<file path="config.mk">
export PLATFORM = sky130hd
export DESIGN_NAME = pzr_back
export DESIGN_NICKNAME = d
export VERILOG_FILES = /design/src/hw/rtl/assert_macros.svh /design/src/hw/rtl/pzr_pkg.sv /design/src/hw/rtl/pzr_back.sv
export SDC_FILE = /design/constraint.sdc
export NUM_CORES = 1
export LEC_CHECK = 0
export ABC_AREA = 1
export BUFFER_PORTS_ARGS = -buffer_cell sky130_fd_sc_hd__clkbuf_2
export CORE_MARGIN = 2
export CORE_UTILIZATION = 50
export CTS_BUF_LIST = sky130_fd_sc_hd__clkbuf_8 sky130_fd_sc_hd__clkbuf_16
export DETAILED_ROUTE_END_ITERATION = 8
export GPL_TIMING_DRIVEN = 1
export PLACE_DENSITY_LB_ADDON = 0.15
export SETUP_SLACK_MARGIN = 0.02
export SYNTH_ARGS = -nofsm -noshare
export SYNTH_HDL_FRONTEND = slang
export SYNTH_SLANG_ARGS = --single-unit
</file>
<file path="constraint.sdc">
create_clock -name clk_i -period 4.05 [get_ports clk_i]
set_input_delay 1.215 -clock clk_i [delete_from_list [all_inputs] [get_ports clk_i]]
set_output_delay 1.215 -clock clk_i [all_outputs]
set_load 0.01 [all_outputs]
</file>
<file path="src/hw/rtl/assert_macros.svh">
// assertion macros used by the rtl top level
// no dependencies; pulled in with `include where assertions are written
`ifndef ASSERT_MACROS_SVH
`define ASSERT_MACROS_SVH

// property checked on every rising clock edge while out of reset
`define ASSERT_CLK_RST(lbl, clk, rst_n, prop, msg) \
  lbl: assert property (@(posedge clk) disable iff (!rst_n) (prop)) else $error(msg);

// condition that must never be true while out of reset
`define ASSERT_NEVER(lbl, clk, rst_n, cond, msg) \
  `ASSERT_CLK_RST(lbl, clk, rst_n, !(cond), msg)

`endif

</file>
<file path="src/hw/rtl/pzr_pkg.sv">
// types, constants and helper functions of the palette zero-run decoder
// no dependencies; used through scoped names by pzr_front, pzr_back and the top level
`default_nettype none

package pzr_pkg;

  localparam int unsigned MAX_PIXELS    = 65536;
  localparam int unsigned PALETTE_DEPTH = 256;
  localparam int unsigned COLOR_W       = 32;
  localparam int unsigned QUEUE_DEPTH   = 4;
  localparam int unsigned QPTR_W        = $clog2(QUEUE_DEPTH);
  localparam int unsigned QCNT_W        = $clog2(QUEUE_DEPTH + 1);

  localparam logic [31:0] ALPHA_OPAQUE  = 32'hFF00_0000;
  localparam logic [23:0] KEY_MAGENTA   = 24'hFF_00FF;
  localparam logic [15:0] START_SAT     = 16'hFFFF;

  typedef enum logic {
    OP_WRITE = 1'b0,
    OP_DATA  = 1'b1
  } op_e;

  typedef enum logic [1:0] {
    CMD_TRANSP = 2'd0,
    CMD_RAW    = 2'd1,
    CMD_SWAP   = 2'd2
  } cmd_kind_e;

  typedef struct packed {
    logic        operation;
    logic [7:0]  entry_index;
    logic [31:0] entry_color;
    logic [7:0]  data_byte;
    logic        last_byte;
  } in_item_t;

  typedef struct packed {
    logic [31:0] pixel_color;
    logic [7:0]  run_length;
    logic [15:0] start_index;
    logic        end_of_image;
    logic        index_overflow;
  } out_item_t;

  // run descriptor handed from the front to the back
  typedef struct packed {
    cmd_kind_e   kind;
    logic [7:0]  run_length;
    logic [15:0] start_index;
    logic        end_of_image;
    logic        index_overflow;
  } cmd_t;

  typedef struct packed {
    logic              full;
    logic [QCNT_W-1:0] count;
  } q_status_t;

  function automatic logic [31:0] swap_red_blue(input logic [31:0] c);
    swap_red_blue = ALPHA_OPAQUE | {8'h00, c[7:0], c[15:8], c[23:16]};
  endfunction

  function automatic logic [31:0] resolve_color(input cmd_kind_e kind,
                                                input logic [31:0] c);
    logic [31:0] res;
    res = '0;
    unique case (kind)
      CMD_RAW:  res = (c[23:0] == KEY_MAGENTA) ? 32'h0 : (ALPHA_OPAQUE | c);
      CMD_SWAP: res = swap_red_blue(c);
      default:  res = '0;
    endcase
    resolve_color = res;
  endfunction

endpackage

`default_nettype wire

</file>
<file path="src/hw/rtl/pzr_back.sv">
// back of the decoder: resolves run colors and queues results for the reader
// depends on pzr_pkg
`default_nettype none

module pzr_back (
  input  wire logic               clk_i,
  input  wire logic               rst_ni,
  input  wire logic               cmd_valid_i,
  input  wire pzr_pkg::cmd_t      cmd_i,
  input  wire logic [31:0]        pal_rdata_i,
  input  wire logic               pop_i,
  output      logic               empty_o,
  output      pzr_pkg::out_item_t out_item_o,
  output      pzr_pkg::q_status_t status_o
);

  localparam int unsigned Depth = pzr_pkg::QUEUE_DEPTH;

  pzr_pkg::out_item_t                 mem_q [Depth];
  logic [pzr_pkg::QPTR_W-1:0]         wptr_q, wptr_d;
  logic [pzr_pkg::QPTR_W-1:0]         rptr_q, rptr_d;
  logic [pzr_pkg::QCNT_W-1:0]         count_q, count_d;
  pzr_pkg::out_item_t                 item_w;
  logic                               do_pop;

  assign do_pop = pop_i && (count_q != '0);

  always_comb begin
    item_w.pixel_color    = pzr_pkg::resolve_color(cmd_i.kind, pal_rdata_i);
    item_w.run_length     = cmd_i.run_length;
    item_w.start_index    = cmd_i.start_index;
    item_w.end_of_image   = cmd_i.end_of_image;
    item_w.index_overflow = cmd_i.index_overflow;
  end

  always_comb begin
    wptr_d  = wptr_q;
    rptr_d  = rptr_q;
    count_d = count_q;
    if (cmd_valid_i) begin
      wptr_d = (32'(wptr_q) == Depth - 1) ? '0 : wptr_q + 1'b1;
    end
    if (do_pop) begin
      rptr_d = (32'(rptr_q) == Depth - 1) ? '0 : rptr_q + 1'b1;
    end
    unique case ({cmd_valid_i, do_pop})
      2'b10:   count_d = count_q + 1'b1;
      2'b01:   count_d = count_q - 1'b1;
      default: count_d = count_q;
    endcase
  end

  always_ff @(posedge clk_i or negedge rst_ni) begin
    if (!rst_ni) begin
      wptr_q  <= '0;
      rptr_q  <= '0;
      count_q <= '0;
    end else begin
      wptr_q  <= wptr_d;
      rptr_q  <= rptr_d;
      count_q <= count_d;
    end
  end

  always_ff @(posedge clk_i) begin
    if (cmd_valid_i) begin
      mem_q[wptr_q] <= item_w;
    end
  end

  // room is reserved for the run still waiting on its palette read
  assign status_o.full  = (32'(count_q) + 32'(cmd_valid_i)) >= Depth;
  assign status_o.count = count_q;
  assign empty_o        = (count_q == '0);
  assign out_item_o     = mem_q[rptr_q];

endmodule

`default_nettype wire

</file>
## Word-level counts from Yosys, hierarchy flattened

Memories as Yosys holds them, arrays and structs flattened.
Cells that the tools add are included.
Widths: inputs -> output; s select.

| word-level totals | value |
|---|---|
| flip-flop bits (word level) | 7 |
| bits in writable memories | 232 |
| output and inout bits | 63 |
| memories | 1 |

| cells by class | value |
|---|---|
| add/sub/neg operators | 5 |
| order comparisons | 1 |
| equal/unequal tests | 7 |
| multiplexer cells | 7 |
| reduce and logical (&&, ||, !) cells | 4 |

Memories:

| name | depth | width | rd ports | clocked after Yosys merged registers in | write ports | RTL line | RTL |
|---|---|---|---|---|---|---|---|
| mem_q | 4 | 58 | 1 | 0 | 1 | pzr_back.sv:19 | `pzr_pkg::out_item_t mem_q [Depth];` |

Operators by type and width:

| cell | count |
|---|---|
| $pmux 32 s2 | 1 |
| $mux 32 | 1 |
| $eq 24x24->1 const B | 1 |
| $eq 2x2->1 const B | 4 |
| $pmux 3 s2 | 1 |
| $add 2x1->2 const B | 2 |
| $add 3x1->4 | 1 |
| $eq 2x1->1 const B | 2 |
| $ge 4x3->1 const B | 1 |
| $mux 2 | 2 |
| $add 3x1->3 const B | 1 |
| $logic_not 3->1 | 1 |
| $reduce_bool 3->1 | 1 |
| $sub 3x1->3 const B | 1 |
| $mux 1 | 2 |
| $reduce_bool 2->1 | 1 |
| $logic_and 1x1->1 | 1 |

## Depth between registers and ports, before layout

| depth | value |
|---|---|
| depth in word-level cells | 4 |
| mapped depth | 8 |

## Worst setup path after synthesis

Ideal clock, no wire load.

| timing path | value |
|---|---|
| path type | input-to-output |
| start point | input cmd_valid_i |
| end point | output status_o[3] (netlist name) |
| arrival | 1857 ps |
| data required time | 2835 ps |
| path slack | 978 ps |
| cell stages on the path | 3 |
| cell sequence | clkbuf_1 inv_1 o31ai_1 |

RTL lines:

| element | RTL line | RTL |
|---|---|---|
| start: declaration | pzr_back.sv:8 | `input wire logic cmd_valid_i,` |
| end: declaration | pzr_back.sv:14 | `output pzr_pkg::q_status_t status_o` |

==> tab_implementation.tex <==
\begin{tabular}{lr}
\hline
Metric & Value \\
\hline
\multicolumn{2}{l}{\textbf{Status}} \\
Run status & completed \\
\multicolumn{2}{l}{\textbf{Route}} \\
Post-Route WL & 18,110 um \\
Vias per std cell & 5.583 \\
Routed length per placed instance & 18.20 um \\
Violation count after the first detailed-route iteration & 391 \\
Final routed DRC violation total & 0 \\
Detailed-router iteration count before antenna repair & 5 \\
Overall via count from detail\_route & 5,555 \\
Detail Route Antenna Nets & 0 \\
\multicolumn{2}{l}{\textbf{Worst hold path}} \\
Endpoint with the worst hold slack & count\_q[0] \\
Hold path startpoint & count\_q[0] \\
Path class of the lowest-slack min-delay path & reg -> reg \\
Number of cells on the worst hold path & 1 \\
\multicolumn{2}{l}{\textbf{Synthesis}} \\
Post-synthesis instance total & 654 \\
Mean post-synth cell area & 13.02 um\^{}2 \\
Number of flip-flops and latches in the synthesized netlist & 211 \\
Leading area contributor after synthesis & edfxtp\_1 \\
Post-Syn Area & 0.008512 mm\^{}2 \\
Yosys cell types & 25 \\
Synthesis Warnings & 0 \\
Top cell type's share of synthesized area & 0.7197 \\
Share of the yosys chip area belonging to registers & 0.7403 \\
Number of nets in the synthesized netlist & 727 \\
Cell types with the largest area share after synthesis & edfxtp\_1, o21ai\_0, nor2\_1, o22ai\_1, dfrtp\_1 \\
\multicolumn{2}{l}{\textbf{Placed design}} \\
Half-perimeter wire length after detailed placement & 10,850 um \\
Minimum setup slack after placement & 0.9542 ns \\
Buffers on Ports & 118 \\
RePlAce Congestion & 0.8165 \\
\multicolumn{2}{l}{\textbf{Clock tree}} \\
Clock buffer count from CTS & 22 \\
Clock Latency Late Sink & 0.49 ns \\
CTS Buffer Depth & 3 \\
Total number of clock tree sinks & 211 \\
Post-cts sizing count & 0 \\
Clock transition at the registers of the reported paths & 0.06 ns \\
H-tree level count & 1 \\
Post-CTS Setup Bufs & 0 \\
Total of hold buffers inserted after clock tree synthesis & 0 \\
Clock root buffer master & clkbuf\_16 \\
CTS tree & built \\
\multicolumn{2}{l}{\textbf{Power}} \\
Net switching fraction of the power & 0.3424 \\
Sequential share of power & 0.411 \\
Relative contribution of combinational cells to total power & 0.326 \\
Clk pwr share & 0.262 \\
Peak ir drop on the vdd network & 386.7 uV \\
Power density of the placed cells & 724.9 mW/mm\^{}2 \\
Internal Power & 4.714 mW \\
NetSw & 2.455 mW \\
LEAKAGE & 3.631 nW \\
\multicolumn{2}{l}{\textbf{STA}} \\
Unrepaired setup endpoints after global routing & no \\
Final Slew Violations & 0 \\
Final setup violation count & 0 \\
Worst path setup slack after routing & 0.4548 ns \\
Worst-margin pin slew & 0.8500 ns \\
Achievable Freq & 278.1 MHz \\
Final min period & 3.595 ns \\
Post-route clock period utilization & 0.8877 \\
Tightest slew margin relative to the limit & 0.4333 \\
Setup\_tns & 0 ns \\
Worst Clk Skew & 0.008916 ns \\
Endpoints failing hold & 0 \\
\multicolumn{2}{l}{\textbf{Layout}} \\
Most used cells in the layout excluding fill and tap cells & edfxtp\_1, nor2\_1, clkbuf\_2, o21ai\_0, o22ai\_1 \\
Net count reported at finish & 836 \\
Layout cells sized above 1 & 0.2206 \\
Layout area overhead & 16.18\% \\
Register area & 0.006306 mm\^{}2 \\
Number of fillers in the final layout & 1,360 \\
Area occupied by multi-input gates & 0.001842 mm\^{}2 \\
Most frequent standard cell in the layout excluding fill and tap cells & edfxtp\_1 \\
Count of inserted antenna diode cells & 0 \\
\multicolumn{2}{l}{\textbf{Worst setup path}} \\
Worst reg2reg endpoint & count\_q[2] \\
Setup slack on the worst flop-to-flop path & 2.08 ns \\
Critical path required time & 2.83 ns \\
Data arrival time of the critical path & 2.38 ns \\
Startpoint of the worst-slack reg-to-reg timing path & count\_q[0] \\
Kind of launch point of the worst setup path & flop \\
CP endpoint kind & output pin \\
Reg2Reg Depth & 8 \\
Maximum fanout count along the critical path & 59 \\
Critical path class & reg -> out \\
\multicolumn{2}{l}{\textbf{Global route}} \\
Initial antenna violation count & 0 \\
Vias in the first global route & 5,384 \\
Largest net degree at the start of global routing & 60 \\
Final global-route overflow total & 0 \\
First-pass GRT wire length & 27,800 um \\
Total global routing track utilization & 0.1989 \\
\multicolumn{2}{l}{\textbf{Die}} \\
Total core area & 0.01658 mm\^{}2 \\
Placement Rows & 47 \\
Top Ports & 127 \\
Floorplan die height & 134.5 um \\
Initial Util & 0.5133 \\
Area enclosed by the die boundary & 0.01808 mm\^{}2 \\
Die W & 134.5 um \\
\multicolumn{2}{l}{\textbf{Job}} \\
Max-cap violations & 0 \\
\hline
\end{tabular}
==> how the worst max path moves through the flow <==
stage                            from  slack [ns]             end  depth (start not counted)
after floorplan           cmd_valid_i        0.98     status_o[3]                          3
after global placement    cmd_valid_i        1.02     status_o[3]                          4
after detailed placement  cmd_valid_i        0.95     status_o[3]                          4
after CTS                   rptr_q[0]        0.43  out_item_o[56]                          4
after global routing        rptr_q[0]        0.31  out_item_o[51]                          4
final                       rptr_q[0]        0.45  out_item_o[56]                          4
==> cells by family (layout without fill, tap and decap cells) <==
| kind of cell | after synthesis | count (layout) | synth area share |
|---|---|---|---|
| flip-flops | 211 | 211 | 0.7403 |
| AND/OR/NAND/NOR | 176 | 176 | 0.08261 |
| XOR/XNOR | 2 | 2 | 0.002058 |
| buffers and inverters | 70 | 191 | 0.04336 |
| AO/OA/AOI/OAI | 186 | 186 | 0.1176 |
| adder cells (fa/ha/maj) | 9 | 9 | 0.01411 |
==> per-layer routing <==
metal / vias to the layer above / share of wire / wire [um] / track usage
met2: 174 / 0.51 / 9263 / 0.3600
met1: 2752 / 0.41 / 7458 / 0.2556
met3: 21 / 0.063 / 1147 / 0.02590
li1: 2608 / - / - / -
met5: - / 0 / 0 / 0
met4: 0 / 0.013 / 241 / 0.05029
==> power groups by stage <==
stage / combinational, mW / sequential (mW) / clock (mW)
after CTS: 2.38 / 2.95 / 1.92
after global placement: 2.30 / 2.98 / 0
after global routing: 2.59 / 2.98 / 2.00
final: 2.34 / 2.95 / 1.88
after detailed placement: 2.38 / 2.99 / 0
after floorplan: 1.57 / 2.95 / 0
==> registers in the layout, summed over array words and instances, names as in the netlist <==
name	count
count_q	3
mem_q	204
rptr_q	2
wptr_q	2
==> Yosys cell counts <==
cell type,instances
a21oi_2,1
inv_2,1
o21ai_0,95
o21ai_1,21
nand2_1,36
edfxtp_1,204
nor3_1,1
nor2_2,2
o22ai_1,51
nand3_1,16
a21oi_1,17
o31ai_1,1
xnor2_1,1
buf_4,8
ha_1,8
nand4_1,1
xor2_1,1
clkbuf_1,24
buf_2,7
buf_6,9
dfrtp_1,7
inv_1,21
nand3_4,1
fa_1,1
nor2_1,119
==> area by class of cell <==
type | count | area share
Sequential cell | 211 | 0.6377
Multi-Input combinational cell | 373 | 0.1862
Timing Repair Buffer | 133 | 0.07110
Clock buffer | 23 | 0.05820
Tap cell | 220 | 0.02783
Clock inverter | 13 | 0.01050
Inverter | 22 | 0.008477
==> through the flow <==
stage / cell area, um^2 / utilization / std cells / total power [mW] / hold slack [ns]
floorplan: 8512 / - / 654 / 4.520 / 0.5451
global placement: 9210 / 0.5554 / 959 / 5.274 / 0.5246
global route: 9889 / 0.5963 / 995 / 7.565 / 0.5466
finish: 9889 / 0.5963 / 995 / 7.169 / 0.5419
CTS: 9889 / 0.5963 / 995 / 7.253 / 0.5333
detailed placement: 9210 / 0.5554 / 959 / 5.369 / 0.5243
==> worst max-delay path, stage by stage (launching register included) <==
cell,delay (ns)
dfrtp_4,0.42
buf_4,0.49
o21ai_0,0.18
o22ai_1,0.54
clkbuf_2,0.25
Note: power is estimated with default switching activity, not from simulation.
