`src/hw/rtl/assert_macros.svh`:
```
// assertion macros used by the rtl top level
// no dependencies; pulled in with `include where assertions are written
`ifndef ASSERT_MACROS_SVH
`define ASSERT_MACROS_SVH

// property checked on every rising clock edge while out of reset
`define ASSERT_CLK_RST(lbl, clk, rst_n, prop, msg) \
  lbl: assert property (@(posedge clk) disable iff (!rst_n) (prop)) else $error(msg);

// condition that must never be true while out of reset
`define ASSERT_NEVER(lbl, clk, rst_n, cond, msg) \
  `ASSERT_CLK_RST(lbl, clk, rst_n, !(cond), msg)

`endif

```
`src/hw/rtl/pzr_pkg.sv`:
```
// types, constants and helper functions of the palette zero-run decoder
// no dependencies; used through scoped names by pzr_front, pzr_back and the top level
`default_nettype none

package pzr_pkg;

  localparam int unsigned MAX_PIXELS    = 65536;
  localparam int unsigned PALETTE_DEPTH = 256;
  localparam int unsigned COLOR_W       = 32;
  localparam int unsigned QUEUE_DEPTH   = 4;
  localparam int unsigned QPTR_W        = $clog2(QUEUE_DEPTH);
  localparam int unsigned QCNT_W        = $clog2(QUEUE_DEPTH + 1);

  localparam logic [31:0] ALPHA_OPAQUE  = 32'hFF00_0000;
  localparam logic [23:0] KEY_MAGENTA   = 24'hFF_00FF;
  localparam logic [15:0] START_SAT     = 16'hFFFF;

  typedef enum logic {
    OP_WRITE = 1'b0,
    OP_DATA  = 1'b1
  } op_e;

  typedef enum logic [1:0] {
    CMD_TRANSP = 2'd0,
    CMD_RAW    = 2'd1,
    CMD_SWAP   = 2'd2
  } cmd_kind_e;

  typedef struct packed {
    logic        operation;
    logic [7:0]  entry_index;
    logic [31:0] entry_color;
    logic [7:0]  data_byte;
    logic        last_byte;
  } in_item_t;

  typedef struct packed {
    logic [31:0] pixel_color;
    logic [7:0]  run_length;
    logic [15:0] start_index;
    logic        end_of_image;
    logic        index_overflow;
  } out_item_t;

  // run descriptor handed from the front to the back
  typedef struct packed {
    cmd_kind_e   kind;
    logic [7:0]  run_length;
    logic [15:0] start_index;
    logic        end_of_image;
    logic        index_overflow;
  } cmd_t;

  typedef struct packed {
    logic              full;
    logic [QCNT_W-1:0] count;
  } q_status_t;

  function automatic logic [31:0] swap_red_blue(input logic [31:0] c);
    swap_red_blue = ALPHA_OPAQUE | {8'h00, c[7:0], c[15:8], c[23:16]};
  endfunction

  function automatic logic [31:0] resolve_color(input cmd_kind_e kind,
                                                input logic [31:0] c);
    logic [31:0] res;
    res = '0;
    unique case (kind)
      CMD_RAW:  res = (c[23:0] == KEY_MAGENTA) ? 32'h0 : (ALPHA_OPAQUE | c);
      CMD_SWAP: res = swap_red_blue(c);
      default:  res = '0;
    endcase
    resolve_color = res;
  endfunction

endpackage

`default_nettype wire

```
`src/hw/rtl/pzr_front.sv`:
```
// front of the decoder: accepts items, keeps mode/zero/position state, drives palette ports
// depends on pzr_pkg
`default_nettype none

module pzr_front #(
  parameter int unsigned MAX_PIXELS = pzr_pkg::MAX_PIXELS
) (
  input  wire logic              clk_i,
  input  wire logic              rst_ni,
  input  wire logic              accept_i,
  input  wire pzr_pkg::in_item_t in_item_i,
  input  wire logic              cfg_we_i,
  input  wire logic              cfg_wdata_i,
  output      logic              pal_we_o,
  output      logic [7:0]        pal_waddr_o,
  output      logic [31:0]       pal_wdata_o,
  output      logic [7:0]        pal_raddr_o,
  output      logic              cmd_valid_o,
  output      pzr_pkg::cmd_t     cmd_o
);

  localparam int unsigned PosW = $clog2(MAX_PIXELS + 1);

  logic            mode_q;
  logic            zp_q, zp_d;
  logic [PosW-1:0] pos_q, pos_d;
  logic            ovf_q, ovf_d;
  logic            cmd_valid_q, cmd_valid_d;
  pzr_pkg::cmd_t   cmd_q, cmd_d;

  logic        is_data;
  logic        emit;
  logic [31:0] run_end;
  logic        over;

  assign is_data = accept_i && (in_item_i.operation == pzr_pkg::OP_DATA);

  always_comb begin
    zp_d    = zp_q;
    pos_d   = pos_q;
    ovf_d   = ovf_q;
    emit    = 1'b0;
    run_end = '0;
    over    = 1'b0;
    cmd_d.kind           = pzr_pkg::CMD_TRANSP;
    cmd_d.run_length     = 8'd1;
    cmd_d.start_index    = (32'(pos_q) > 32'(pzr_pkg::START_SAT)) ?
                           pzr_pkg::START_SAT : 16'(pos_q);
    cmd_d.end_of_image   = in_item_i.last_byte;
    cmd_d.index_overflow = ovf_q;
    if (is_data) begin
      priority if (!mode_q) begin
        zp_d       = 1'b0;
        emit       = 1'b1;
        cmd_d.kind = pzr_pkg::CMD_RAW;
      end else if (zp_q) begin
        // count byte after a zero marker
        zp_d             = 1'b0;
        cmd_d.run_length = in_item_i.data_byte;
        emit             = (in_item_i.data_byte != 8'd0) || in_item_i.last_byte;
      end else if (in_item_i.data_byte == 8'd0) begin
        if (in_item_i.last_byte) begin
          emit = 1'b1;
        end else begin
          zp_d = 1'b1;
        end
      end else begin
        emit       = 1'b1;
        cmd_d.kind = pzr_pkg::CMD_SWAP;
      end
      if (emit) begin
        run_end = 32'(pos_q) + 32'(cmd_d.run_length);
        over    = run_end > 32'(MAX_PIXELS);
        if (over) begin
          pos_d = PosW'(MAX_PIXELS);
          ovf_d = 1'b1;
        end else begin
          pos_d = PosW'(run_end);
        end
        cmd_d.index_overflow = ovf_q | over;
        if (in_item_i.last_byte) begin
          zp_d  = 1'b0;
          pos_d = '0;
          ovf_d = 1'b0;
        end
      end
    end
    cmd_valid_d = emit;
  end

  always_ff @(posedge clk_i or negedge rst_ni) begin
    if (!rst_ni) begin
      mode_q      <= 1'b1;
      zp_q        <= 1'b0;
      pos_q       <= '0;
      ovf_q       <= 1'b0;
      cmd_valid_q <= 1'b0;
    end else begin
      if (cfg_we_i) begin
        mode_q <= cfg_wdata_i;
      end
      zp_q        <= zp_d;
      pos_q       <= pos_d;
      ovf_q       <= ovf_d;
      cmd_valid_q <= cmd_valid_d;
    end
  end

  always_ff @(posedge clk_i) begin
    cmd_q <= cmd_d;
  end

  assign pal_we_o    = accept_i && (in_item_i.operation == pzr_pkg::OP_WRITE);
  assign pal_waddr_o = in_item_i.entry_index;
  assign pal_wdata_o = in_item_i.entry_color;
  assign pal_raddr_o = in_item_i.data_byte;
  assign cmd_valid_o = cmd_valid_q;
  assign cmd_o       = cmd_q;

endmodule

`default_nettype wire

```
`config.mk`:
```
export PLATFORM = sky130hd
export DESIGN_NAME = pzr_front
export DESIGN_NICKNAME = d
export VERILOG_FILES = /design/src/hw/rtl/assert_macros.svh /design/src/hw/rtl/pzr_pkg.sv /design/src/hw/rtl/pzr_front.sv
export SDC_FILE = /design/constraint.sdc
export NUM_CORES = 1
export LEC_CHECK = 0
export BUFFER_PORTS_ARGS = -buffer_cell sky130_fd_sc_hd__buf_2
export CORE_MARGIN = 3
export CORE_UTILIZATION = 51
export CTS_BUF_LIST = sky130_fd_sc_hd__clkbuf_4 sky130_fd_sc_hd__clkbuf_8 sky130_fd_sc_hd__clkbuf_16
export CTS_CLUSTER_SIZE = 28
export DETAILED_ROUTE_END_ITERATION = 10
export GPL_TIMING_DRIVEN = 0
export PLACE_DENSITY_LB_ADDON = 0.12
export SYNTH_ARGS = -nofsm -noshare
export SYNTH_HDL_FRONTEND = slang
export SYNTH_SLANG_ARGS = --single-unit
```
`constraint.sdc`:
```
create_clock -name clk_i -period 4.7 [get_ports clk_i]
set_input_delay 0.47 -clock clk_i [delete_from_list [all_inputs] [get_ports clk_i]]
set_output_delay 0.47 -clock clk_i [all_outputs]
set_load 0.02 [all_outputs]
```
Word-level counts from Yosys, hierarchy flattened
Cells that the tools add are included.
Storage, ports and cells
  flip-flop bits (word level): 49
  bits of input ports: 55
  output and inout port bits: 78
  logic and storage cells: 51
Operators by class
  $add $sub $neg: 1
  order comparisons: 2
  muxes and demuxes: 24
  bitwise operators: 4
  reduce and logical (&&, ||, !) cells: 9
Operator list (number)
  two-way mux 17 bit: 2
  two-way mux 8 bit: 3
  adder 17 x 8 -> 18 bit: 1
  greater-than comparator 18 x 17 -> 1 bit (second input constant): 1
  two-way mux 1 bit: 18
  greater-than comparator 17 x 16 -> 1 bit (second input constant): 1
  logical NOT 8 bit: 1
  nonzero test 8 bit: 1
  inverter 1 bit: 3
  AND reduction 3 bit: 1
  OR reduction 3 bit: 1
  logical AND 1 bit: 2
  two-way mux 2 bit: 1
  AND reduction 2 bit: 1
  nonzero test 2 bit: 1
  logical OR 1 bit: 1
  OR 1 bit: 1

Depth between registers and ports, before layout
Gate-level depths: netlist of run 1.
  depth in word-level cells: 8
  gate-level depth with buffers: 15
  gate-level depth less buffers: 13

Worst setup path after synthesis of run 1
Ideal clock, no wire load.
  path kind: register to register
  from: reg mode_q
  to: reg pos_q[2]
  library setup time: 0.090 ns
  arrival: 3.135 ns
  required time: 4.610 ns
  slack: 1.475 ns
  stages on the path, launching flop included: 14
  path buffers: 3
  period minus slack after synthesis: 3.225 ns
  cell sequence: dfstp_2 clkbuf_1 nand3_1 fa_1 nand2b_1 a21o_1 a21o_1 buf_2 o32a_1 o221a_2 nor3_1 a21oi_2 buf_6 o31ai_4
Between the ends
  cells in the longest elaborated chain, start to end: 6
  elaborated cells between the ends (all ways): 9
  classes of those cells: add/sub: 1; order compare: 1; mux: 6; reduce/logical: 1
RTL lines
  start, declared: line pzr_front.sv:24  | logic mode_q;
  start signal, assigned: line pzr_front.sv:100  | mode_q <= cfg_wdata_i;
  two-way mux 8 bit: line pzr_front.sv:52  | priority if (!mode_q) begin
  two-way mux 8 bit: line pzr_front.sv:51  | if (is_data) begin
  adder 17 x 8 -> 18 bit: line pzr_front.sv:72  | run_end = 32'(pos_q) + 32'(cmd_d.run_length);
  greater-than comparator 18 x 17 -> 1 bit: line pzr_front.sv:73  | over = run_end > 32'(MAX_PIXELS);
  two-way mux 17 bit: line pzr_front.sv:74  | if (over) begin
  two-way mux 17 bit: line pzr_front.sv:81  | if (in_item_i.last_byte) begin
  end signal, assigned: line pzr_front.sv:103  | pos_q <= pos_d;
  end, declared: line pzr_front.sv:26  | logic [PosW-1:0] pos_q, pos_d;
Parallel ways exist; a longest one is shown, timed or not. The select of a mux whose other input is x is not followed.
A chain may end at the register's enable or synchronous reset.

Worst setup path in the final report of run 1
Same ends and word-level chain as after synthesis.

==> results of run 1 <==
[flip-flops by register name, summed over array words and instances (netlist names)]
register / count
pos_q: 17
cmd_valid_o: 1
ovf_q: 1
zp_q: 1
cmd_o: 28
mode_q: 1
[placed cells by master, fill, tap and decap left out, drive strengths merged, types with 2 or more instances in the layout]
cell,count
buf,148
nand2,28
dfxtp,28
nor2,21
dfrtp,20
or2,17
a21oi,14
clkbuf,14
o21ai,14
nand3,10
a21o,10
inv,9
nor3,9
and3,8
ha,8
and2,8
xnor2,4
o2111ai,4
a2111oi,4
o31ai,4
or4,3
a211oi,3
xor2,3
a32o,3
nor2b,2
nand3b,2
o32ai,2
mux2,2
nand4,2
[logic make-up (layout without fill, tap and decap cells)]
family	count (synthesis)	in the layout	share of synthesized area (%)
simple gates	119	119	21.22
buf+inv	74	174	16.29
compound gates	70	70	18.61
flops	49	49	36.67
fa+ha+maj	9	9	4.051
xor+xnor	7	7	2.068
mux	3	3	1.097
[metrics by stage]
| stage | hold WS [ps] | area (sq um) | instances | util (%) | worst slack, ps |
|---|---|---|---|---|---|
| 2_1_floorplan | 174.4 | 2965 | 331 | - | 1475 |
| 3_3_place_gp | 423.9 | 3516 | 495 | 63.08 | 980.4 |
| 3_5_place_dp | 445.1 | 3516 | 495 | 63.08 | 975.4 |
| 4_1_cts | 130.5 | 3631 | 503 | 65.14 | 940.8 |
| 5_1_grt | 140.7 | 3631 | 503 | 65.14 | 710.7 |
| 6_report | 124.1 | 3631 | 503 | 65.14 | 961.5 |
[final timing paths]
kind	start	to	slack (ps)	depth (start not counted)
worst max-delay path	mode_q	pos_q[2]	960	13
worst min-delay path	rst_ni	ovf_q	120	1
worst max register to register	mode_q	pos_q[2]	960	13
worst min register to register	ovf_q	cmd_o[0]	460	2
max in group asynchronous	rst_ni	mode_q	4220	1
min in group clk_i	in_item_i[0]	cmd_o[1]	390	1
[critical path: cells and delay by family, from the launching register on]
| kind | cells | cell delay, ps |
|---|---|---|
| flops | 1 | 550 |
| simple gates | 3 | 790 |
| fa+ha+maj | 1 | 230 |
| buf+inv | 3 | 600 |
| compound gates | 6 | 1470 |
[where the power goes]
group	internal, mW	total (mW)	switching, mW
Combinational	0.0777	0.185	0.107
Clock	0.159	0.310	0.151
Sequential	0.435	0.446	0.0105
[layout make-up]
type	instances	area (sq um)
clock inverter	3	46.29
sequential	49	1087
buffer	65	449.2
tap	72	90.09
inverter	9	33.78
multi-input combinational	208	1395
clock buffer	5	68.82
fill	469	1943
timing repair buffer	92	460.4
[per-layer routing]
layer | up-vias | track usage (%)
met2 | 119 | 40.54
li1 | 1320 | -
met3 | 5 | 3.145
met1 | 1233 | 31.41
met4 | 0 | 5.150
met5 | - | 0
==> flow_metrics.env, run 1 <==
export IMPL_arrival_ps=3970
export IMPL_drtIter0Drc=119
export IMPL_vias_per_cell=5.322
export IMPL_routedWlPerCell_um=15.16
export IMPL_first_pass_iters=4
export IMPL_grt_use_total_pct=23.59
export IMPL_synth_nets=395
export IMPL_max_freq_mhz=267.5
export IMPL_p_per_area_nw_per_um2=259.2
export IMPL_finalSetupTns_ps=0
export IMPL_diodes=0
export IMPL_rows=27
export IMPL_cts_hold_buf=0
export IMPL_cts_root_buf="clkbuf_8"
export IMPL_syn_inst=331
export IMPL_grt_overflow=0
export IMPL_route_met3_wl_um=554
export IMPL_numCtsBuffers=5
export IMPL_syn_area_sq_um=2965
export IMPL_final_setup_skew_ps=8.171
export IMPL_fin_nets=494
export IMPL_cts_tree="yes"
export IMPL_io_pins=133
export IMPL_yosysTopAreaCell="dfxtp_1"
export IMPL_synth_edf_count=0
export IMPL_path_class="flip-flop to flip-flop"
export IMPL_grt_pass1_wl_um=12260
export IMPL_cap_violations=0
export IMPL_cts_resized=0
export IMPL_start_util_pct=53.20
export IMPL_drive_above_1_share_pct=43.62
export IMPL_synth_warning_count=0
export IMPL_max_stage_delay_ps=550
export IMPL_outcome="completed"
export IMPL_antenna_left=0
export IMPL_cp_start_kind="flip-flop"
export IMPL_die_area_sq_um=6765
export IMPL_crit_chain="clkbuf_1 > and3_1 > ha_1 > buf_6 > a21o_1 > a31oi_4 > and2_2 > o21ai_1 > a2111oi_0 > and4b_1 > a21oi_2 > buf_6 > o31ai_4"
export IMPL_maxSlewHeadroom_pct=62.36
export IMPL_antenna_found_initial=0
export IMPL_hpwl_um=6089
export IMPL_syn_to_final_growth_pct=22.45
export IMPL_critPathSlowestCell="dfstp_2"
export IMPL_clock_path_buffers=2
export IMPL_synth_distinct_cells=62
export IMPL_tightest_slew_ps=564.6
export IMPL_finalSetupViolCount=0
export IMPL_layout_min_cycle_time_ps=3738
export IMPL_clk_latency_ps=310
export IMPL_p_leak_nw=1.867
export IMPL_synth_seq_cells=49
export IMPL_wl_met2_um=3743
export IMPL_total_power_mw=0.9411
export IMPL_yosysTopAreaCellShare_pct=18.90
export IMPL_grt_pass1_vias=2547
export IMPL_async_reset_ff_share_pct=42.86
export IMPL_hold_class="input pin to asynchronous set/reset pin"
export IMPL_vias=2677
export IMPL_drt_wl_total_um=7627
export IMPL_path_clk_slew_ps=100
export IMPL_finalMaxSlewViolations=0
export IMPL_path_max_fanout=10
export IMPL_rsz0062_at_grt="no"
export IMPL_critPathCaptureType="flip-flop"
export IMPL_io_buffer_count=92
export IMPL_synthTopCellsByArea="dfxtp_1, dfrtp_1, buf_4"
export IMPL_die_y_um=82.25
export IMPL_cts_sinks=49
export IMPL_routabilityCongestion=0.8997
export IMPL_cts_setup_buffers=0
export IMPL_cp_required_ps=4930
export IMPL_die_width_um=82.25
export IMPL_wl_met1_um=3260
export IMPL_top_layer="met4"
export IMPL_cts_htree_levels=2
export IMPL_finalHoldViolCount=0
export IMPL_synth_most_common_cell="buf_4"
export IMPL_avgSynthCellArea_sq_um=8.959
export IMPL_grt_max_degree=22
export IMPL_ys_seq_area_share_pct=36.67
export IMPL_cpMostUsedCell="buf_6"
export IMPL_drcViolationCount=0
export IMPL_core_sq_um=5574
export IMPL_synth_common_cells="buf_4, dfxtp_1, nand2_1, nor2_1, dfrtp_1"
export IMPL_ys_flop_type="dfxtp_1"
export IMPL_period_share_pct=79.54
export IMPL_ir_drop_mv=0.1285
(Power assumes the default switching activity.)
==> run 2: changes to the inputs <==
ABC_AREA = 1   (was default)
CORE_UTILIZATION = 43   (was 51)
clock period = 3.05 ns   (was 4.7 ns; I/O delays follow)
==> run 2 against run 1 <==
Against the previous run: design area grew 4.3%; sequential cell count is the same; core utilization shrank 6.8 points; critical path type unchanged; clock skew grew 3.0 ps; die area grew 16%; routed wire length shrank 3.8%; highest routed layer unchanged; global-route usage shrank 4.7 points; largest cell class unchanged.
==> flow_metrics.env, run 2 <==
export IMPL_cp_required_ps=3290
export IMPL_fin_nets=578
export IMPL_max_stage_delay_ps=590
export IMPL_async_reset_ff_share_pct=42.86
export IMPL_yosysTopAreaCell="dfxtp_1"
export IMPL_total_power_mw=1.346
export IMPL_crit_chain="nand2_4 > buf_4 > nor2_2 > ha_4 > nand2_1 > nand2_1 > a21oi_2 > nand2_2 > nand2_1 > xor2_2 > nand3_1 > nor2_1 > nand2_2 > nand2_4 > buf_8 > nand3b_1 > nand2_1"
export IMPL_finalWorstSetupSlack_ps=176.1
export IMPL_die_y_um=88.64
export IMPL_cts_sinks=49
export IMPL_grt_overflow=0
export IMPL_first_pass_iters=4
export IMPL_grt_pass1_vias=2577
export IMPL_cp_start_kind="flip-flop"
export IMPL_synth_common_cells="nand2_1, buf_4, inv_1, nor2_1, dfxtp_1"
export IMPL_routedWlPerCell_um=12.39
export IMPL_syn_area_sq_um=2937
export IMPL_final_core_util_pct=58.31
export IMPL_synth_edf_count=0
export IMPL_fin_hold_ws_ps=101.8
export IMPL_vias_per_cell=4.649
export IMPL_die_area_sq_um=7857
export IMPL_placement_cell_area_sq_um=3493
export IMPL_grt_use_total_pct=18.90
export IMPL_tightest_slew_ps=516.7
export IMPL_die_width_um=88.64
export IMPL_io_pins=133
export IMPL_cts_tree="yes"
export IMPL_path_max_fanout=10
export IMPL_antenna_found_initial=0
export IMPL_finalSetupViolCount=0
export IMPL_clock_path_buffers=2
export IMPL_yosysTopAreaCellShare_pct=19.09
export IMPL_clk_latency_ps=310
export IMPL_fin_area_sq_um=3787
export IMPL_layout_min_cycle_time_ps=2874
export IMPL_syn_to_final_growth_pct=28.97
export IMPL_drive_above_1_share_pct=39.22
export IMPL_finalMaxSlewViolations=0
export IMPL_io_buffer_count=92
export IMPL_fill_cells=637
export IMPL_period_share_pct=94.23
export IMPL_final_setup_skew_ps=11.21
export IMPL_arrival_ps=3110
export IMPL_critPathSlowestCell="dfstp_2"
export IMPL_syn_inst=411
export IMPL_final_cell_mix="nand2_1, buf_2, buf_4, inv_1"
export IMPL_finalHoldViolCount=0
export IMPL_finalSetupTns_ps=0
export IMPL_crit_buf_inv=2
export IMPL_ys_seq_area_share_pct=37.03
export IMPL_hold_class="input pin to flip-flop"
export IMPL_routabilityCongestion=0.8584
export IMPL_drt_wl_total_um=7334
export IMPL_path_clk_slew_ps=100
export IMPL_grt_pass1_wl_um=11640
export IMPL_ir_drop_mv=0.2079
export IMPL_dp_slack_ps=-53.34
export IMPL_avgSynthCellArea_sq_um=7.145
export IMPL_antenna_left=0
export IMPL_cts_htree_levels=2
export IMPL_largest_reg_flops=28
export IMPL_outcome="completed"
export IMPL_rows=29
export IMPL_synthTopCellsByArea="dfxtp_1, dfrtp_1, nand2_1"
export IMPL_max_freq_mhz=348.0
export IMPL_final_common_cell="nand2_1"
export IMPL_vias=2752
export IMPL_synth_most_common_cell="nand2_1"
export IMPL_cap_violations=0
export IMPL_synth_distinct_cells=31
export IMPL_synth_warning_count=0
export IMPL_place_inst=580
export IMPL_ff2ff_setup_slack_ps=180
export IMPL_grt_max_degree=22
export IMPL_drcViolationCount=0
export IMPL_path_class="flip-flop to flip-flop"
export IMPL_p_per_area_nw_per_um2=355.3
export IMPL_core_sq_um=6495
export IMPL_synth_nets=475
export IMPL_cts_root_buf="clkbuf_8"
export IMPL_synth_seq_cells=49
export IMPL_path_delay_family="simple AND/OR/NAND/NOR gates"
export IMPL_maxSlewHeadroom_pct=65.55
export IMPL_p_leak_nw=2.143
export IMPL_critPathCaptureType="flip-flop"
export IMPL_cpMostUsedCell="nand2_1"
export IMPL_numCtsBuffers=5
export IMPL_drtIter0Drc=106
export IMPL_stdcell_count=592
export IMPL_ys_flop_type="dfxtp_1"
export IMPL_hpwl_um=5692
export IMPL_diodes=0
export IMPL_start_util_pct=45.21
## run 2: cell count changes in the layout (fill, tap and decap cells not counted), moves of 9 or more
cell,delta
o21ai_1,-9
nand2_1,+88
inv_1,+39
or2_2,-9
a21oi_1,-9
nand3_1,+12
nand2_2,+12
a21o_1,-10
## run 2: layout make-up
type | instances | area [sq um] | area share [%]
clock inverters | 3 | 26.28 | 0.6938
multi-input cells | 257 | 1414 | 37.33
well taps | 77 | 96.34 | 2.544
inverters | 51 | 191.4 | 5.055
flip-flops and latches | 49 | 1087 | 28.71
repair buffers | 96 | 505.5 | 13.35
plain buffers | 54 | 397.9 | 10.51
clock buffers | 5 | 68.82 | 1.817
## run 2: per-layer routing
layer	share of wire, %	GRT usage (%)	wire length [um]	up-vias
li1	-	-	-	1437
met1	44	23.94	3258	1197
met2	48	33.13	3500	109
met3	6.7	3.818	490	9
met4	1.2	4.121	85	0
met5	0	0	0	-
## run 2: timing repair
action                                  in CTS  in global routing
endpoints found under the hold margin       20                  0
hold buffers                                 1                  0
buffers inserted                             0                  3
endpoints found under the setup margin      10                 18
pin swaps                                    0                  7
gates resized for setup                      4                 32
## run 2: report_power, final
| part | internal (mW) | switching (mW) | total (mW) |
|---|---|---|---|
| clock | 0.167 | 0.244 | 0.411 |
| sequential | 0.664 | 0.00978 | 0.674 |
| combinational | 0.109 | 0.152 | 0.261 |
| total | 0.940 | 0.405 | 1.35 |
## run 2: worst reg2reg max path, stage by stage (launching register included)
cell,delay (ps)
dfstp_2,590
nand2_4,80
buf_4,180
nor2_2,170
ha_4,240
nand2_1,60
nand2_1,100
a21oi_2,190
nand2_2,100
nand2_1,110
xor2_2,190
nand3_1,130
nor2_1,140
nand2_2,100
nand2_4,110
buf_8,140
nand3b_1,90
nand2_1,90
## run 2: cells by family after synthesis
logic type	after synthesis	synth area share [%]
and+or+nand+nor	227	34.43
adders and majority gates	9	4.090
buffers and inverters	105	19.94
AOI/OAI and AO/OA	19	3.920
xor gates and xnor gates	2	0.5966
DFF	49	37.03
## run 2: final timing paths
kind	start	endpoint	cells after the start
max	mode_q	pos_q[8]	17
min reg2reg	ovf_q	cmd_o[0]	2
min in group asynchronous	rst_ni	pos_q[11]	2
min	in_item_i[0]	cmd_o[1]	1
max in group asynchronous	rst_ni	mode_q	2
max reg2reg	mode_q	pos_q[8]	17
==> run 3: changes to the inputs <==
CORE_UTILIZATION = 35   (was 43)
==> run 3 against run 2 <==
Against the previous run: die area rose by 21%; design area up 1.3%; worst hold slack better by 4.8 ps; clock skew is 3.2 ps lower.
==> flow_metrics.env, run 3 (synthesis results as in run 2) <==
export IMPL_dp_slack_ps=-22.60
export IMPL_start_util_pct=37.04
export IMPL_drcViolationCount=0
export IMPL_ir_drop_mv=0.2653
export IMPL_holdPathStages=1
export IMPL_rsz0062_at_grt="no"
export IMPL_diodes=0
export IMPL_top_usage_layer="met2"
export IMPL_grt_max_degree=22
export IMPL_final_cell_mix="nand2_1, buf_2, buf_4, inv_1, dfxtp_1"
export IMPL_first_pass_iters=4
export IMPL_grt_overflow=0
export IMPL_largest_reg_flops=28
export IMPL_grt_pass1_wl_um=11950
export IMPL_critPathCaptureType="flip-flop"
export IMPL_cts_root_buf="clkbuf_8"
export IMPL_finalHoldViolCount=0
export IMPL_use_met3_pct=4.020
export IMPL_routedWlPerCell_um=12.11
export IMPL_clock_path_buffers=2
export IMPL_max_freq_mhz=351.9
export IMPL_io_buffer_count=92
export IMPL_reg2reg_depth=19
export IMPL_finalSetupViolCount=0
export IMPL_place_inst=605
export IMPL_hold_start="in_item_i[0]"
export IMPL_final_common_cell="nand2_1"
export IMPL_numCtsBuffers=5
export IMPL_crit_chain="nand2_2 > inv_2 > nand2_2 > ha_4 > inv_1 > fa_2 > nand2_1 > a21oi_2 > nand3_1 > nor2_2 > nand2_1 > nor2_2 > nand3_2 > nor2_2 > nand2_2 > nand2_4 > buf_8 > nand3b_1 > nand2_1"
export IMPL_vias_per_cell=4.445
export IMPL_fin_hold_ws_ps=106.6
export IMPL_final_setup_skew_ps=8.052
export IMPL_hold_class="input pin to flip-flop"
export IMPL_io_pins=133
export IMPL_cts_htree_levels=2
export IMPL_path_clk_slew_ps=100
export IMPL_maxSlewHeadroom_pct=65.64
export IMPL_grt_pass1_vias=2561
export IMPL_ff2ff_setup_slack_ps=210
export IMPL_hpwl_um=5926
export IMPL_routabilityCongestion=0.8578
export IMPL_path_max_fanout=5
export IMPL_die_area_sq_um=9525
export IMPL_grt_use_total_pct=15.33
export IMPL_die_y_um=97.60
export IMPL_fill_cells=845
export IMPL_vias=2747
export IMPL_grt_use_met2_pct=26.04
export IMPL_grt_util_met1_pct=19.58
export IMPL_path_class="flip-flop to flip-flop"
export IMPL_antenna_left=0
export IMPL_rows=32
export IMPL_antenna_found_initial=0
export IMPL_drt_wl_total_um=7482
export IMPL_critPathSlowestCell="fa_2"
export IMPL_seqCellArea_sq_um=1087
export IMPL_die_width_um=97.60
export IMPL_outcome="completed"
export IMPL_hold_path_end="cmd_o[1]"
export IMPL_reg2reg_from="zp_q"
export IMPL_cap_violations=0
export IMPL_cp_required_ps=3300
export IMPL_arrival_ps=3090
export IMPL_multi_input_area_sq_um=1359
export IMPL_finalWorstSetupSlack_ps=208.4
export IMPL_cts_sinks=49
export IMPL_r2r_end="pos_q[8]"
export IMPL_drive_above_1_share_pct=39.34
export IMPL_tightest_slew_ps=515.3
export IMPL_p_leak_nw=2.191
export IMPL_drtIter0Drc=55
export IMPL_p_per_area_nw_per_um2=394.7
export IMPL_cts_tree="yes"
export IMPL_fin_nets=579
export IMPL_core_sq_um=7928
export IMPL_clk_latency_ps=310
export IMPL_max_stage_delay_ps=550
export IMPL_cp_start_kind="flip-flop"
export IMPL_stdcell_count=618
export IMPL_syn_to_final_growth_pct=30.59
export IMPL_finalMaxSlewViolations=0
export IMPL_layout_min_cycle_time_ps=2842
export IMPL_period_share_pct=93.17
## run 3: worst max path at each step
stage | startpoint | end
after CTS | zp_q | pos_q[13]
after floorplan | zp_q | pos_q[8]
after global routing | mode_q | pos_q[13]
final | zp_q | pos_q[8]
after detailed placement | mode_q | pos_q[13]
after global placement | mode_q | pos_q[8]
## run 3: worst max-delay path, delay by kind of cell, from the launching register on
family	cells	cell delay (ps)
and+or+nand+nor	13	1290
adders and majority gates	2	700
DFF	1	430
buffers and inverters	3	250
AOI/OAI and AO/OA	1	110
## run 3: cell type report
class | instances | share of cell area, %
clock inverters | 3 | 1.794
multi-input cells | 257 | 35.43
plain buffers | 54 | 10.47
repair buffers | 97 | 13.83
clock buffers | 5 | 1.794
flip-flops and latches | 49 | 28.35
inverters | 51 | 4.992
well taps | 102 | 3.328
## run 3: stage by stage
stage	power, mW	TNS, ps	area, sq um	util [%]
3_5_place_dp	0.9410	-55.01	3525	44.46
3_3_place_gp	0.9369	0	3525	44.46
4_1_cts	1.516	0	3679	46.40
5_1_grt	1.585	0	3835	48.37
2_1_floorplan	0.8586	0	2937	-
6_report	1.514	0	3835	48.37
## run 3: what timing repair did
item,CTS,global route
setup buffers,0,3
resized for setup,3,32
setup endpoints to repair,10,18
gates cloned,0,1
pin swaps,0,7
endpoints found under the hold margin,20,0
hold buffers,1,0
## run 3: layer usage
metal | share of wire [%] | up-vias
li1 | - | 1436
met3 | 6.8 | 5
met5 | 0 | -
met2 | 47 | 97
met1 | 45 | 1209
met4 | 0.67 | 0
## run 3: power by group
group          switching [mW]  internal (mW)
logic                   0.155          0.114
clock network           0.240          0.330
registers              0.0101          0.664
